File: src/rtl/ogbu_ram.sv
// ----------------------------------------------------------------------------
// ogbu_ram
// Generic simple dual-port RAM, one write and one registered read port.
// ----------------------------------------------------------------------------
module ogbu_ram #(
  parameter int WIDTH = 8,
  parameter int DEPTH = 256
) (
  input  logic                                       clk,
  input  logic                                       we,
  input  logic [((DEPTH > 1) ? $clog2(DEPTH) : 1)-1:0] waddr,
  input  logic [WIDTH-1:0]                           wdata,
  input  logic                                       re,
  input  logic [((DEPTH > 1) ? $clog2(DEPTH) : 1)-1:0] raddr,
  output logic [WIDTH-1:0]                           rdata
);

  logic [WIDTH-1:0] mem [DEPTH];

  always_ff @(posedge clk) begin
    if (we) begin
      mem[waddr] <= wdata;
    end
    if (re) begin
      rdata <= mem[raddr];
    end
  end

endmodule

File: config.mk
export PLATFORM = sky130hd
export DESIGN_NAME = ogbu_ram
export DESIGN_NICKNAME = d
export VERILOG_FILES = /design/src/rtl/ogbu_ram.sv
export SDC_FILE = /design/constraint.sdc
export NUM_CORES = 2
export LEC_CHECK = 0
export BUFFER_PORTS_ARGS = -buffer_cell sky130_fd_sc_hd__buf_2
export CAP_MARGIN = 0
export CORE_ASPECT_RATIO = 0.75
export CORE_UTILIZATION = 54
export CTS_CLUSTER_DIAMETER = 50
export DETAILED_ROUTE_END_ITERATION = 10
export PLACE_DENSITY = 0.77
export RECOVER_POWER = 25
export SYNTH_ARGS = -nofsm -noshare
export SYNTH_HDL_FRONTEND = slang
export SYNTH_SLANG_ARGS = --single-unit
File: constraint.sdc
create_clock -name clk -period 3.21 [get_ports clk]
set_input_delay 0.8025 -clock clk [delete_from_list [all_inputs] [get_ports clk]]
set_output_delay 0.8025 -clock clk [all_outputs]
set_load 0.1 [all_outputs]
==> impl_metrics.yaml <==
power_and_ir_drop:
  p_leak_nw: 29.6
  peakVddDrop_v: 0.000585
  power_density_nw_per_um2: 586
placement:
  place_inst: 6097
  finalWeightedCongestion: 0.891
  placed_area_sq_um: 86400
  dp_hpwl_microns: 128000
  io_buffer_count: 34
critical_path:
  cp_slowest_stage_delay_ns: 0.88
  start_kind: "input port"
  path_cells: "buf_8 > buf_4 > nand3b_1 > buf_4 > o22ai_1 > o21ai_0 > nand3_1 > nor4_1 > buf_4 > nor4_1"
  required_ns: 3.74
  r2r_start: "mem[86][1]$_DFFE_PP_"
  startpoint: "raddr[1]"
  cpMostUsedCell: "buf_4"
  arrival_ns: 3.76
  slowest_stage: "nor4_1"
  cp_max_fo: 22
  worstSetupEndpointType: "flip-flop"
  crit_type: "in -> reg"
sta:
  finalSetupViolations: 1
  timing.final.crit_share_pct: 101
  period_needed_ns: 3.23
  drv_slew: 574
  fin_ws_ns: -0.0185
  fmax_mhz: 310
  finClkSkew_ns: 0.0360
  slew_headroom_pct: -107
  grt_setup_unrepaired: "false"
  hold_violations: 0
  tightest_slew_ns: 3.11
die:
  die_x_microns: 445
  die_height_microns: 335
  row_count: 121
  fp.dieArea_sq_um: 149000
  core_area_sq_um: 146000
  pin_count: 35
  start_util_pct: 54.6
logic_synthesis:
  yosys.area.top_type: "edfxtp_1"
  ys_seq_area_share_pct: 77.5
  synth_area_leaders: "edfxtp_1, mux4_2, mux2i_1"
  synth_area_sq_um: 79600
  mappedNetlistNets: 3760
  yosys_most_used_dff: "edfxtp_1"
  ys_top_cells_by_count: "edfxtp_1, mux4_2, nor2_1"
  synth_edf_count: 2056
  synthArstFlopShare_pct: 0
  ys_types: 54
  yosysMostFrequentCell: "edfxtp_1"
  ys_ff_latch: 2056
  avgSynthCellArea_sq_um: 21.3
  yosys_warnings: 0
  syn_inst: 3733
  synth.top_cell.area_share_pct: 77.5
final_layout:
  fillers: 9302
  drive_above_1_share_pct: 30.3
  final_cells: 6432
  fin_nets: 4337
  syn2layout_area_growth_pct: 15.4
  postLayoutCellArea_sq_um: 91900
  register_area_sq_um: 61700
  multi_input_area_sq_um: 16500
detailed_routing:
  first_iter_violations: 6827
  dr.pass1.iters: 7
  drt_wl_total_microns: 203000
  drc: 0
  vias_per_cell: 6.58
  wl_per_cell_microns: 31.6
  final_antenna_net_count: 0
  vias: 42300
status:
  outcome: "complete, but fails checks"
  violations: "capacitance limit, slew limit, setup timing"
global_routing:
  grt_max_degree: 84
  grt_pass1_vias: 41800
  grt_remaining_overflow: 0
  grt_usage_pct: 27.4
  grt_first_pass_wirelength_microns: 292000
  antenna_found_initial: 7
cts:
  h-tree-depth: 4
  cts_root_buffer: "clkbuf_16"
  cts_tree: "yes"
  cts_buffers: 179
  cts.sinks: 2056
  clkLatencyLatePin_ns: 0.83
  cts_setup_buffers: 0
  cts_buffer_depth: 3
  clk_pin_slew_worst_paths_ns: 0.06
worst_hold_path:
  hold_class: "in -> reg"
  hp-start: "waddr[1]"
run:
  maxCapViolCount: 9
-- routing by layer --
| layer | vias to the layer above | global-route usage (%) | share of wire [%] |
|---|---|---|---|
| li1 | 16900 | - | - |
| met1 | 21700 | 40.0 | 37 |
| met2 | 3333 | 40.7 | 45 |
| met3 | 418 | 7.37 | 14 |
| met4 | 0 | 8.92 | 3.3 |
| met5 | - | 0 | 0 |
-- layout by cell type (no fill, tap or decap), types with 39 or more instances in the layout --
cell,Yosys,routed
a22oi_1,133,133
buf_4,27,516
a21oi_1,96,96
mux2i_1,134,134
clkbuf_1,111,39
edfxtp_1,2056,2056
clkinv_2,0,44
o221ai_1,46,46
mux4_2,454,454
buf_12,8,72
nor2_1,282,279
clkinv_1,1,43
clkbuf_16,0,181
-- worst paths after layout --
path / cells after the start / slack [ns] / endpoint
max: 10 / -0.02 / rdata[7]$_DFFE_PP_
min: 4 / 0.66 / mem[171][6]$_DFFE_PP_
max reg2reg: 6 / 0.24 / rdata[1]$_DFFE_PP_
min reg2reg: 7 / 1.13 / rdata[3]$_DFFE_PP_
-- registers in the layout (all words and copies together), names as in the netlist --
name,count
mem,2048
rdata,8
-- metrics by stage --
stage	hold slack [ns]	util [%]	setup TNS (ns)	setup slack [ns]	total power, mW
2_1_floorplan	0.864	-	0	0.331	31.7
3_3_place_gp	1.09	59.3	-4.26	-0.732	33.2
3_5_place_dp	1.15	59.3	-4.34	-0.715	33.3
4_1_cts	0.400	63.1	0	0.138	54.0
5_1_grt	0.661	63.0	0	0.0274	55.0
6_report	0.659	63.0	-0.0185	-0.0185	53.9
-- critical path: cells and delay by family --
family | cells | cell delay [ns]
buf+inv | 4 | 1.12
compound gates | 2 | 0.39
simple gates | 4 | 1.35
-- where the power goes --
group / internal, mW / switching, mW / leakage (nW)
Sequential: 29.6 / 0.0397 / 18.5
Clock: 11.5 / 9.63 / 2.78
Combinational: 1.15 / 1.93 / 8.30
-- kinds of logic (layout without fill, tap and decap cells) --
kind of cell | Yosys count | after routing | synth area share (%)
compound gates | 385 | 385 | 3.42
buf+inv | 235 | 961 | 1.83
flops | 2056 | 2056 | 77.5
mux | 591 | 591 | 14.6
other cells | 0 | 5 | 0
simple gates | 466 | 466 | 2.63
-- cell type report --
cell class | count | area share (%)
multi-input cells | 1442 | 18.0
flip-flops and latches | 2056 | 67.2
well taps | 1968 | 2.68
clock buffers | 215 | 5.07
repair buffers | 629 | 6.03
diodes | 5 | 0.0136
inverters | 2 | 0.00817
clock inverters | 115 | 1.07
-- repair_timing --
action,4_1_cts,5_1_grt
gates resized for setup,0,2
hold buffers,0,0
setup endpoints to repair,0,2
Power figures use the tool's default switching activity.
