<file path="src/rtl/ogbu_pkg.sv">
// ----------------------------------------------------------------------------
// ogbu_pkg
// Shared constants, types and register codes for the occupancy grid update.
// ----------------------------------------------------------------------------
package ogbu_pkg;

  localparam int GRID_CELLS = 65536;
  localparam int ADDR_W     = (GRID_CELLS > 1) ? $clog2(GRID_CELLS) : 1;

  localparam int IDX_W     = 16;
  localparam int COST_W    = 8;
  localparam int CFG_W     = 16;
  localparam int CFG_IDX_W = 3;

  localparam logic [COST_W-1:0] COST_FREE    = 8'd0;
  localparam logic [COST_W-1:0] COST_LETHAL  = 8'd254;
  localparam logic [COST_W-1:0] COST_UNKNOWN = 8'd255;
  localparam logic [COST_W-1:0] COST_MIN     = 8'd1;
  localparam logic [COST_W-1:0] COST_MAX     = 8'd254;

  localparam logic [CFG_W-1:0] RST_P_OCC_OCC        = 16'd62259;
  localparam logic [CFG_W-1:0] RST_P_OCC_FREE_PRIOR = 16'd26214;
  localparam logic [CFG_W-1:0] RST_P_FREE_FREE      = 16'd39322;
  localparam logic [CFG_W-1:0] RST_P_FREE_OCC_PRIOR = 16'd3277;
  localparam logic [CFG_W-1:0] RST_DECAY_BIAS       = 16'd32640;
  localparam logic [CFG_W-1:0] RST_DECAY_GAIN       = 16'd32768;

  typedef enum logic [CFG_IDX_W-1:0] {
    REG_P_OCC_OCC        = 3'd0,
    REG_P_OCC_FREE_PRIOR = 3'd1,
    REG_P_FREE_FREE      = 3'd2,
    REG_P_FREE_OCC_PRIOR = 3'd3,
    REG_DECAY_BIAS       = 3'd4,
    REG_DECAY_GAIN       = 3'd5
  } cfg_reg_t;

  typedef enum logic [1:0] {
    MODE_BLEND,
    MODE_DECAY,
    MODE_ZERO
  } mode_t;

  typedef struct packed {
    logic [CFG_W-1:0] p_occ_given_occ;
    logic [CFG_W-1:0] p_occ_given_free_prior;
    logic [CFG_W-1:0] p_free_given_free;
    logic [CFG_W-1:0] p_free_given_occ_prior;
    logic [CFG_W-1:0] decay_bias;
    logic [CFG_W-1:0] decay_gain;
  } cfg_t;

  typedef struct packed {
    logic              en;
    logic [ADDR_W-1:0] addr;
  } ram_rd_t;

  typedef struct packed {
    logic              en;
    logic [ADDR_W-1:0] addr;
    logic [COST_W-1:0] data;
  } ram_wr_t;

endpackage

</file>
<file path="src/rtl/ogbu_cfg.sv">
// ----------------------------------------------------------------------------
// ogbu_cfg
// Register file for the transition weights and decay coefficients.
// ----------------------------------------------------------------------------
module ogbu_cfg (
  input  logic                          clk,
  input  logic                          rst,
  input  logic                          cfg_we,
  input  logic [ogbu_pkg::CFG_IDX_W-1:0] cfg_index,
  input  logic [ogbu_pkg::CFG_W-1:0]     cfg_data,
  output ogbu_pkg::cfg_t                cfg
);
  import ogbu_pkg::*;

  always_ff @(posedge clk) begin
    if (rst) begin
      cfg.p_occ_given_occ        <= RST_P_OCC_OCC;
      cfg.p_occ_given_free_prior <= RST_P_OCC_FREE_PRIOR;
      cfg.p_free_given_free      <= RST_P_FREE_FREE;
      cfg.p_free_given_occ_prior <= RST_P_FREE_OCC_PRIOR;
      cfg.decay_bias             <= RST_DECAY_BIAS;
      cfg.decay_gain             <= RST_DECAY_GAIN;
    end else if (cfg_we) begin
      case (cfg_reg_t'(cfg_index))
        REG_P_OCC_OCC:        cfg.p_occ_given_occ        <= cfg_data;
        REG_P_OCC_FREE_PRIOR: cfg.p_occ_given_free_prior <= cfg_data;
        REG_P_FREE_FREE:      cfg.p_free_given_free      <= cfg_data;
        REG_P_FREE_OCC_PRIOR: cfg.p_free_given_occ_prior <= cfg_data;
        REG_DECAY_BIAS:       cfg.decay_bias             <= cfg_data;
        REG_DECAY_GAIN:       cfg.decay_gain             <= cfg_data;
        default: ;
      endcase
    end
  end

endmodule

</file>
<file path="config.mk">
export PLATFORM = sky130hd
export DESIGN_NAME = ogbu_cfg
export DESIGN_NICKNAME = d
export VERILOG_FILES = /design/src/rtl/ogbu_pkg.sv /design/src/rtl/ogbu_cfg.sv
export SDC_FILE = /design/constraint.sdc
export NUM_CORES = 1
export LEC_CHECK = 0
export BUFFER_PORTS_ARGS = -buffer_cell sky130_fd_sc_hd__buf_2
export CAP_MARGIN = 5
export CORE_MARGIN = 4
export CORE_UTILIZATION = 46
export DETAILED_ROUTE_END_ITERATION = 10
export PLACE_DENSITY = 0.76
export RECOVER_POWER = 50
export SLEW_MARGIN = 20
export SYNTH_ARGS = -nofsm -noshare
export SYNTH_HDL_FRONTEND = slang
export SYNTH_SLANG_ARGS = --single-unit
</file>
<file path="constraint.sdc">
create_clock -name clk -period 1 [get_ports clk]
set_input_delay 0.05 -clock clk [delete_from_list [all_inputs] [get_ports clk]]
set_output_delay 0.05 -clock clk [all_outputs]
set_load 0.005 [all_outputs]
</file>
==> results of run 1 <==
==> power breakdown <==
part           switching (mW)  internal, mW  total, mW
Combinational           0.309         0.300      0.609
Clock                    1.22          1.09       2.31
Sequential             0.0455          3.90       3.95
Total                    1.57          5.29       6.86
==> metal layers <==
layer	up-vias	global-route usage, %	part of all wire [%]
li1	1423	-	-
met1	1369	25.4	47
met2	75	29.9	46
met3	15	3.86	4.3
met4	0	7.67	1.9
met5	-	0	0
==> cell type report <==
| class | count | area, um^2 | area share (%) |
|---|---|---|---|
| sequential | 96 | 1920 | 40.3 |
| multi-input combinational | 232 | 1710 | 35.9 |
| timing repair buffer | 146 | 836 | 17.5 |
| clock buffer | 14 | 173 | 3.62 |
| tap | 102 | 128 | 2.68 |
==> through the flow <==
step | util [%] | setup slack (ps) | hold WS (ps)
after global routing | 61.1 | 38.4 | 20.7
after global placement | 58.8 | -181 | 334
after floorplan | - | -72.2 | 221
after detailed placement | 58.8 | -208 | 354
after CTS | 61.8 | 86.8 | 4.86
final | 61.1 | 96.3 | 21.2
==> final timing paths <==
check | startpoint | to | slack, ps | cells after the start
max | cfg_index[1] | cfg[83]$_SDFFE_PP0P_ | 100 | 4
max reg2reg | cfg[44]$_SDFFE_PP0P_ | cfg[44]$_SDFFE_PP0P_ | 320 | 2
min reg2reg | cfg[17]$_SDFFE_PP0P_ | cfg[17]$_SDFFE_PP0P_ | 480 | 2
min | cfg_data[6] | cfg[38]$_SDFFE_PP1P_ | 20 | 3
==> cell families after synthesis <==
logic type | after synthesis
mux | 96
buf+inv | 26
flops | 96
simple gates | 136
==> worst min-delay path, cell delays in order <==
cell     delay, ps
buf_2          100
nor2_1          60
mux2i_1        110
==> layout by cell type (no fill, tap or decap), types with 4 or more instances in the layout <==
cell and count:
nand2b_1 70, buf_2 109, mux2i_1 96, nor2_1 58, buf_12 4, clkbuf_2 6, clkbuf_8 12, buf_4 11
clkbuf_1 12, dfxtp_1 96, dlygate4sd3_1 6
==> results.md, run 1 <==
* Per-cell via count in the routed design at 4.88
* Maximum clock skew at final layout at 0 ps
* Die outline height at approximately 98 um
* Arrival time worst endpoint at 1130 ps
* Largest regs: cfg: 96 flops
* FMAX at 1.11 GHz
* Netlist area before placement at 3750 um^2
* H-tree levels at 3
* Sort of element at the end of the critical path: register
* Synthesis-to-layout area growth at 27.3%
* Top cell by count, worst path: buf_2
* Final Max Slew Viols at 0
* Multiplexer area fraction after synthesis at 25.6%
* Average wire per cell in the routed design at 15.5 um
* Syn_area_per_cell at around 11 um^2
* Simple-gate share of the synthesized area at 19.8%
* FFs w/ async S/R, synth at 0%
* Critical Setup Path Class: in -> reg
* Cell types occupying the most area after synthesis: dfxtp_1 (51%), mux2i_1 (26%), nand2b_1 (12%), nor2_1 (5.8%), clkbuf_1 (1.4%)
* Worst slew pin tran at 567 ps
* Number of antenna violations at the first check in global routing at 0
* Number of nets with antenna violations after detailed routing at 0
* Kind of launch point of the worst setup path: primary input
* Count of hold buffers inserted by post-cts repair at 6
* Via count of the first global-routing pass at 2841
* Final WL at 9160 um
* Half-perimeter wire length of the detailed placement result at about 7000 um
* Clock latency at the later pin of the worst-skew pair at 350 ps
* Slowest cell on crit path: or4b_1
* Gates resized, CTS repair at 0
* IR drop worst, VDD at about 0.00077 V
* Number of flip-flops in the largest register at between 90 and 100
* Count of mapped cells out of synthesis at 354
* Setup repair after global routing missed its margin: false
* Root buffer selected by CTS: clkbuf_8
* Maxcap violations at 0
* List of most frequent post-synthesis cells: dfxtp_1 (96), mux2i_1 (96), nand2b_1 (70), nor2_1 (58), clkbuf_1 (14)
* TritonCTS clock tree: yes
* Final setup violation count at 0
* Leakage power total at 2.34 nW
* Number of rows created at floorplan at 32
* Antenna fix cells at 0
* Compound-gate portion of the synthesized area at 0%
* Final setup TNS at 0 ps
* Initial cell density of the core at between 40% and 50%
* Yosys warning count at 0
* Crit Path Max Fanout at 12
* Fin. Hold Viols at 0
* Count of buffers added by post-CTS timing repair for setup at 0
* Number of vias in the routed layout at 2882
* Synthesis-stage register bit count at 96
* Register with the most flip-flops: cfg
* Number of cells in the finished layout apart from fillers at 590
* Number of port buffers at 117
* GR Util All Layers at 18.9%
* Filler Cells Inserted at slightly below 700
* Post-CTS clock slew at the launch and capture registers of the worst setup and hold paths at 80 ps
* Main combinational cell family by area after synthesis: multiplexers
* Number of CTS-inserted buffers at 9
* Endpoint required time on the critical path at 1220 ps
* Overflow after GRT at 0
* Highest cell delay on the worst timing path at 540 ps
* Iteration-0 DRC Markers at roughly 130
* Drt pass-1 iters at 4
* Placed instance area at between 4000 and 5000 um^2
* Cell variety after synth at 14
* CP cell instances: buf_2 > or4b_1 > buf_2 > mux2i_1
* Top FF cell, synth: dfxtp_1
* Syn Nets at about 380
* Fraction of layout instances using a drive strength above 1 at around 30%
* Final Critical Period at 904 ps
* Proportion of synthesized chip area in sequential cells at 51.3%
* Wire length of the first global-routing pass at 14700 um
* Cell Count Post-Placement at 570
* Number of nets in the layout at about 500
* Clock buffer depth at 2
* Cell type with the largest total area after synthesis: dfxtp_1
* Power after layout at 6.86 mW
* Final cell area excluding filler cells at 4770 um^2
* CTS sink cnt at 96
* Area inside the core boundary at 7810 um^2
* Worst path top cell family by delay: simple AND/OR/NAND/NOR gates
* Ratio of total power to cell area at 1440 nW/um^2
* Worst hold path class: in -> reg
* Pin count of the biggest net entering global routing at 45
* Die W at 98.3 um
* DR DRC count at 0
* Area fraction of the dominant cell type after synthesis at 51.3%
* Number of enable-type register cells in the synthesized netlist at 0
* Ports placed on the boundary at between 100 and 150
* Period utilization at 90.4%
* Buffering stage count on the worst path with inverters included at 2
* Xor/xnor cell area share of the yosys netlist at 0%
* Post-synthesis adder-cell area fraction at 0%
* Outcome: finished clean
* Overall die area at 9650 um^2
* RD Place Congestion at 0.902
* Worst slew slack as a fraction of its limit at 62.2%
No activity file was read; power rests on OpenSTA's default activity.
==> run 2: changes to the inputs <==
--- a/constraint.sdc
+++ b/constraint.sdc
@@ -3,2 +3,2 @@
 set_output_delay 0.05 -clock clk [all_outputs]
-set_load 0.005 [all_outputs]
+set_load 0.01 [all_outputs]
==> run 2 against run 1 <==
Compared with the run above: non-clock buffer count stayed put; global-route usage did not move; flip-flop and latch count unchanged; worst hold slack gained 2.6 ps; setup slack lost 7.1 ps; count of clock-buffer cells in the layout did not move; register-to-register slack barely moved; final cell count is the same; clock skew did not move.
==> results.md, run 2 (same netlist as run 1, synthesis figures left out) <==
* Wire length of the first global-routing pass at about 15000 um
* Average wire per cell in the routed design at between 15 and 20 um
* Outcome: finished clean
* Number of port buffers at about 120
* Launching point of the worst reg2reg path: cfg[44]$_SDFFE_PP0P_
* Ratio of total power to cell area at 1450 nW/um^2
* Count of buffers added by post-CTS timing repair for setup at 0
* Fin. Hold Viols at 0
* Register with the most flip-flops: cfg
* Largest regs: cfg: 96 flops
* Gates resized, CTS repair at 0
* Clock latency at the later pin of the worst-skew pair at 350 ps
* Overflow after GRT at 0
* Half-perimeter wire length of the detailed placement result at 6840 um
* Commonest non-fill, non-tap cell in the layout: buf_2
* Critical Path Sink: cfg[91]
* Period utilization at 91.1%
* Crit Path Max Fanout at 2
* Internal power at roughly 5.3 mW
* Initial cell density of the core at 48.0%
* Buffering stage count on the worst path with inverters included at 1
* Maximum clock skew at final layout at 0 ps
* Worst hold path class: in -> reg
* Worst hold slack after final layout at roughly 24 ps
* H-tree levels at 3
* Number of vias in the routed layout at 2882
* Post-CTS clock slew at the launch and capture registers of the worst setup and hold paths at 80 ps
* Timing startpoint of the critical path: cfg[91]$_SDFFE_PP0P_
* Final WL at ~9100 um
* Area inside the core boundary at about 8000 um^2
* Drt pass-1 iters at 4
* Per-cell via count in the routed design at 4.88
* Kind of launch point of the worst setup path: register
* Number of nets in the layout at between 500 and 600
* Critical Setup Path Class: reg -> out
* Register share of total power at 57.3%
* Area of all sequential standard cells at between 1500 and 2000 um^2
* Root buffer selected by CTS: clkbuf_8
* Setup repair after global routing missed its margin: false
* Most frequent cells in the layout: buf_2 (112), mux2i_1 (96), dfxtp_1 (96), nand2b_1 (70), nor2_1 (58)
* Final Critical Period at 911 ps
* Final design utilization at 61.1%
* Clock buffer depth at 2
* Ports placed on the boundary at 118
* RD Place Congestion at 0.902
* CTS sink cnt at 96
* Register-to-Register Path Depth at 2
* Number of flip-flops in the largest register at 96
* Sort of element at the end of the critical path: primary output
* Maxcap violations at 0
* Worst slew pin tran at 566 ps
* Number of CTS-inserted buffers at 9
* Number of antenna violations at the first check in global routing at 0
* Number of nets with antenna violations after detailed routing at 0
* Antenna fix cells at 0
* Final setup violation count at 0
* Leakage power total at around 2.3 nW
* Number of rows created at floorplan at 32
* Endpoint required time on the critical path at ~950 ps
* DR DRC count at 0
* Setup slack of the critical path after layout at 89.2 ps
* DP Worst Slack at -208 ps
* Iteration-0 DRC Markers at 108
* Reg-to-reg slack, setup at ~320 ps
* Critical path depth in cells at 1
* Combined area of the multi-input logic cells at approximately 1700 um^2
* Portion of total power attributed to combinational logic at 9.3%
* Endpoint of the lowest-slack register-to-register path: cfg[44]$_SDFFE_PP0P_
* CP cell instances: buf_2
* Worst slew slack as a fraction of its limit at 62.3%
* Slowest cell on crit path: dfxtp_1
* Synthesis-to-layout area growth at 27.2%
* Filler Cells Inserted at around 690
* Fraction of power spent switching nets at a little under a quarter
* FMAX at approximately 1.1 GHz
* Number of cells in the finished layout apart from fillers at about 600
* Overall die area at 9650 um^2
* Cell Count Post-Placement at 570
* GR Util All Layers at roughly a fifth
* Via count of the first global-routing pass at 2841
* Worst path top cell family by delay: flip-flops
* Die outline height at around 98 um
* Fraction of layout instances using a drive strength above 1 at 29.9%
* Final Max Slew Viols at 0
* Pin count of the biggest net entering global routing at 45
* Arrival time worst endpoint at around 860 ps
* Switching Power at 1.60 mW
* Die W at 98.3 um
* IR drop worst, VDD at 0.000767 V
* TritonCTS clock tree: yes
* Highest cell delay on the worst timing path at 370 ps
* Share of total power in the clock network at 33.4%
-- run 2: per-stage QoR --
step / TNS [ps] / area [um^2] / power, mW
4_1_cts: 0 / 4820 / 6.96
6_report: 0 / 4770 / 6.89
2_1_floorplan: -705 / 3750 / 4.39
5_1_grt: 0 / 4770 / 7.15
3_3_place_gp: -6280 / 4590 / 4.67
3_5_place_dp: -7710 / 4590 / 4.68
-- run 2: metal layers --
layer | wire length, um | track usage [%] | up-vias
met5 | 0 | 0 | -
met4 | 172 | 7.67 | 0
met3 | 380 | 3.86 | 14
met2 | 4270 | 29.9 | 71
met1 | 4320 | 25.4 | 1373
li1 | - | - | 1424
-- run 2: worst min path at each step --
| stage | start | end | cells past startpoint |
|---|---|---|---|
| floorplan | cfg_data[4] | cfg[84]$_SDFFE_PP1P_ | 2 |
| global placement | cfg_data[4] | cfg[84]$_SDFFE_PP1P_ | 3 |
| detailed placement | cfg_data[4] | cfg[84]$_SDFFE_PP1P_ | 3 |
| CTS | cfg_data[5] | cfg[85]$_SDFFE_PP1P_ | 3 |
| global route | cfg_data[5] | cfg[85]$_SDFFE_PP1P_ | 3 |
| finish | cfg_data[6] | cfg[38]$_SDFFE_PP1P_ | 3 |
-- run 2: cell type report --
type                    instances  area share [%]
flip-flops and latches         96            40.3
multi-input cells             232            35.9
repair buffers                146            17.5
clock buffers                  14            3.62
well taps                     102            2.68
-- run 2: repair_timing --
item | 4_1_cts | 5_1_grt
hold buffers | 6 | 0
setup endpoints to repair | 0 | 0
endpoints found under the hold margin | 8 | 0
-- run 2: power groups by stage --
stage                     clock, mW  sequential, mW  combinational [mW]
after floorplan                   0            4.08               0.309
after global placement            0            4.04               0.629
after detailed placement          0            4.04               0.638
after CTS                      2.35            3.95               0.660
after global routing           2.49            3.96               0.697
final                          2.30            3.95               0.642
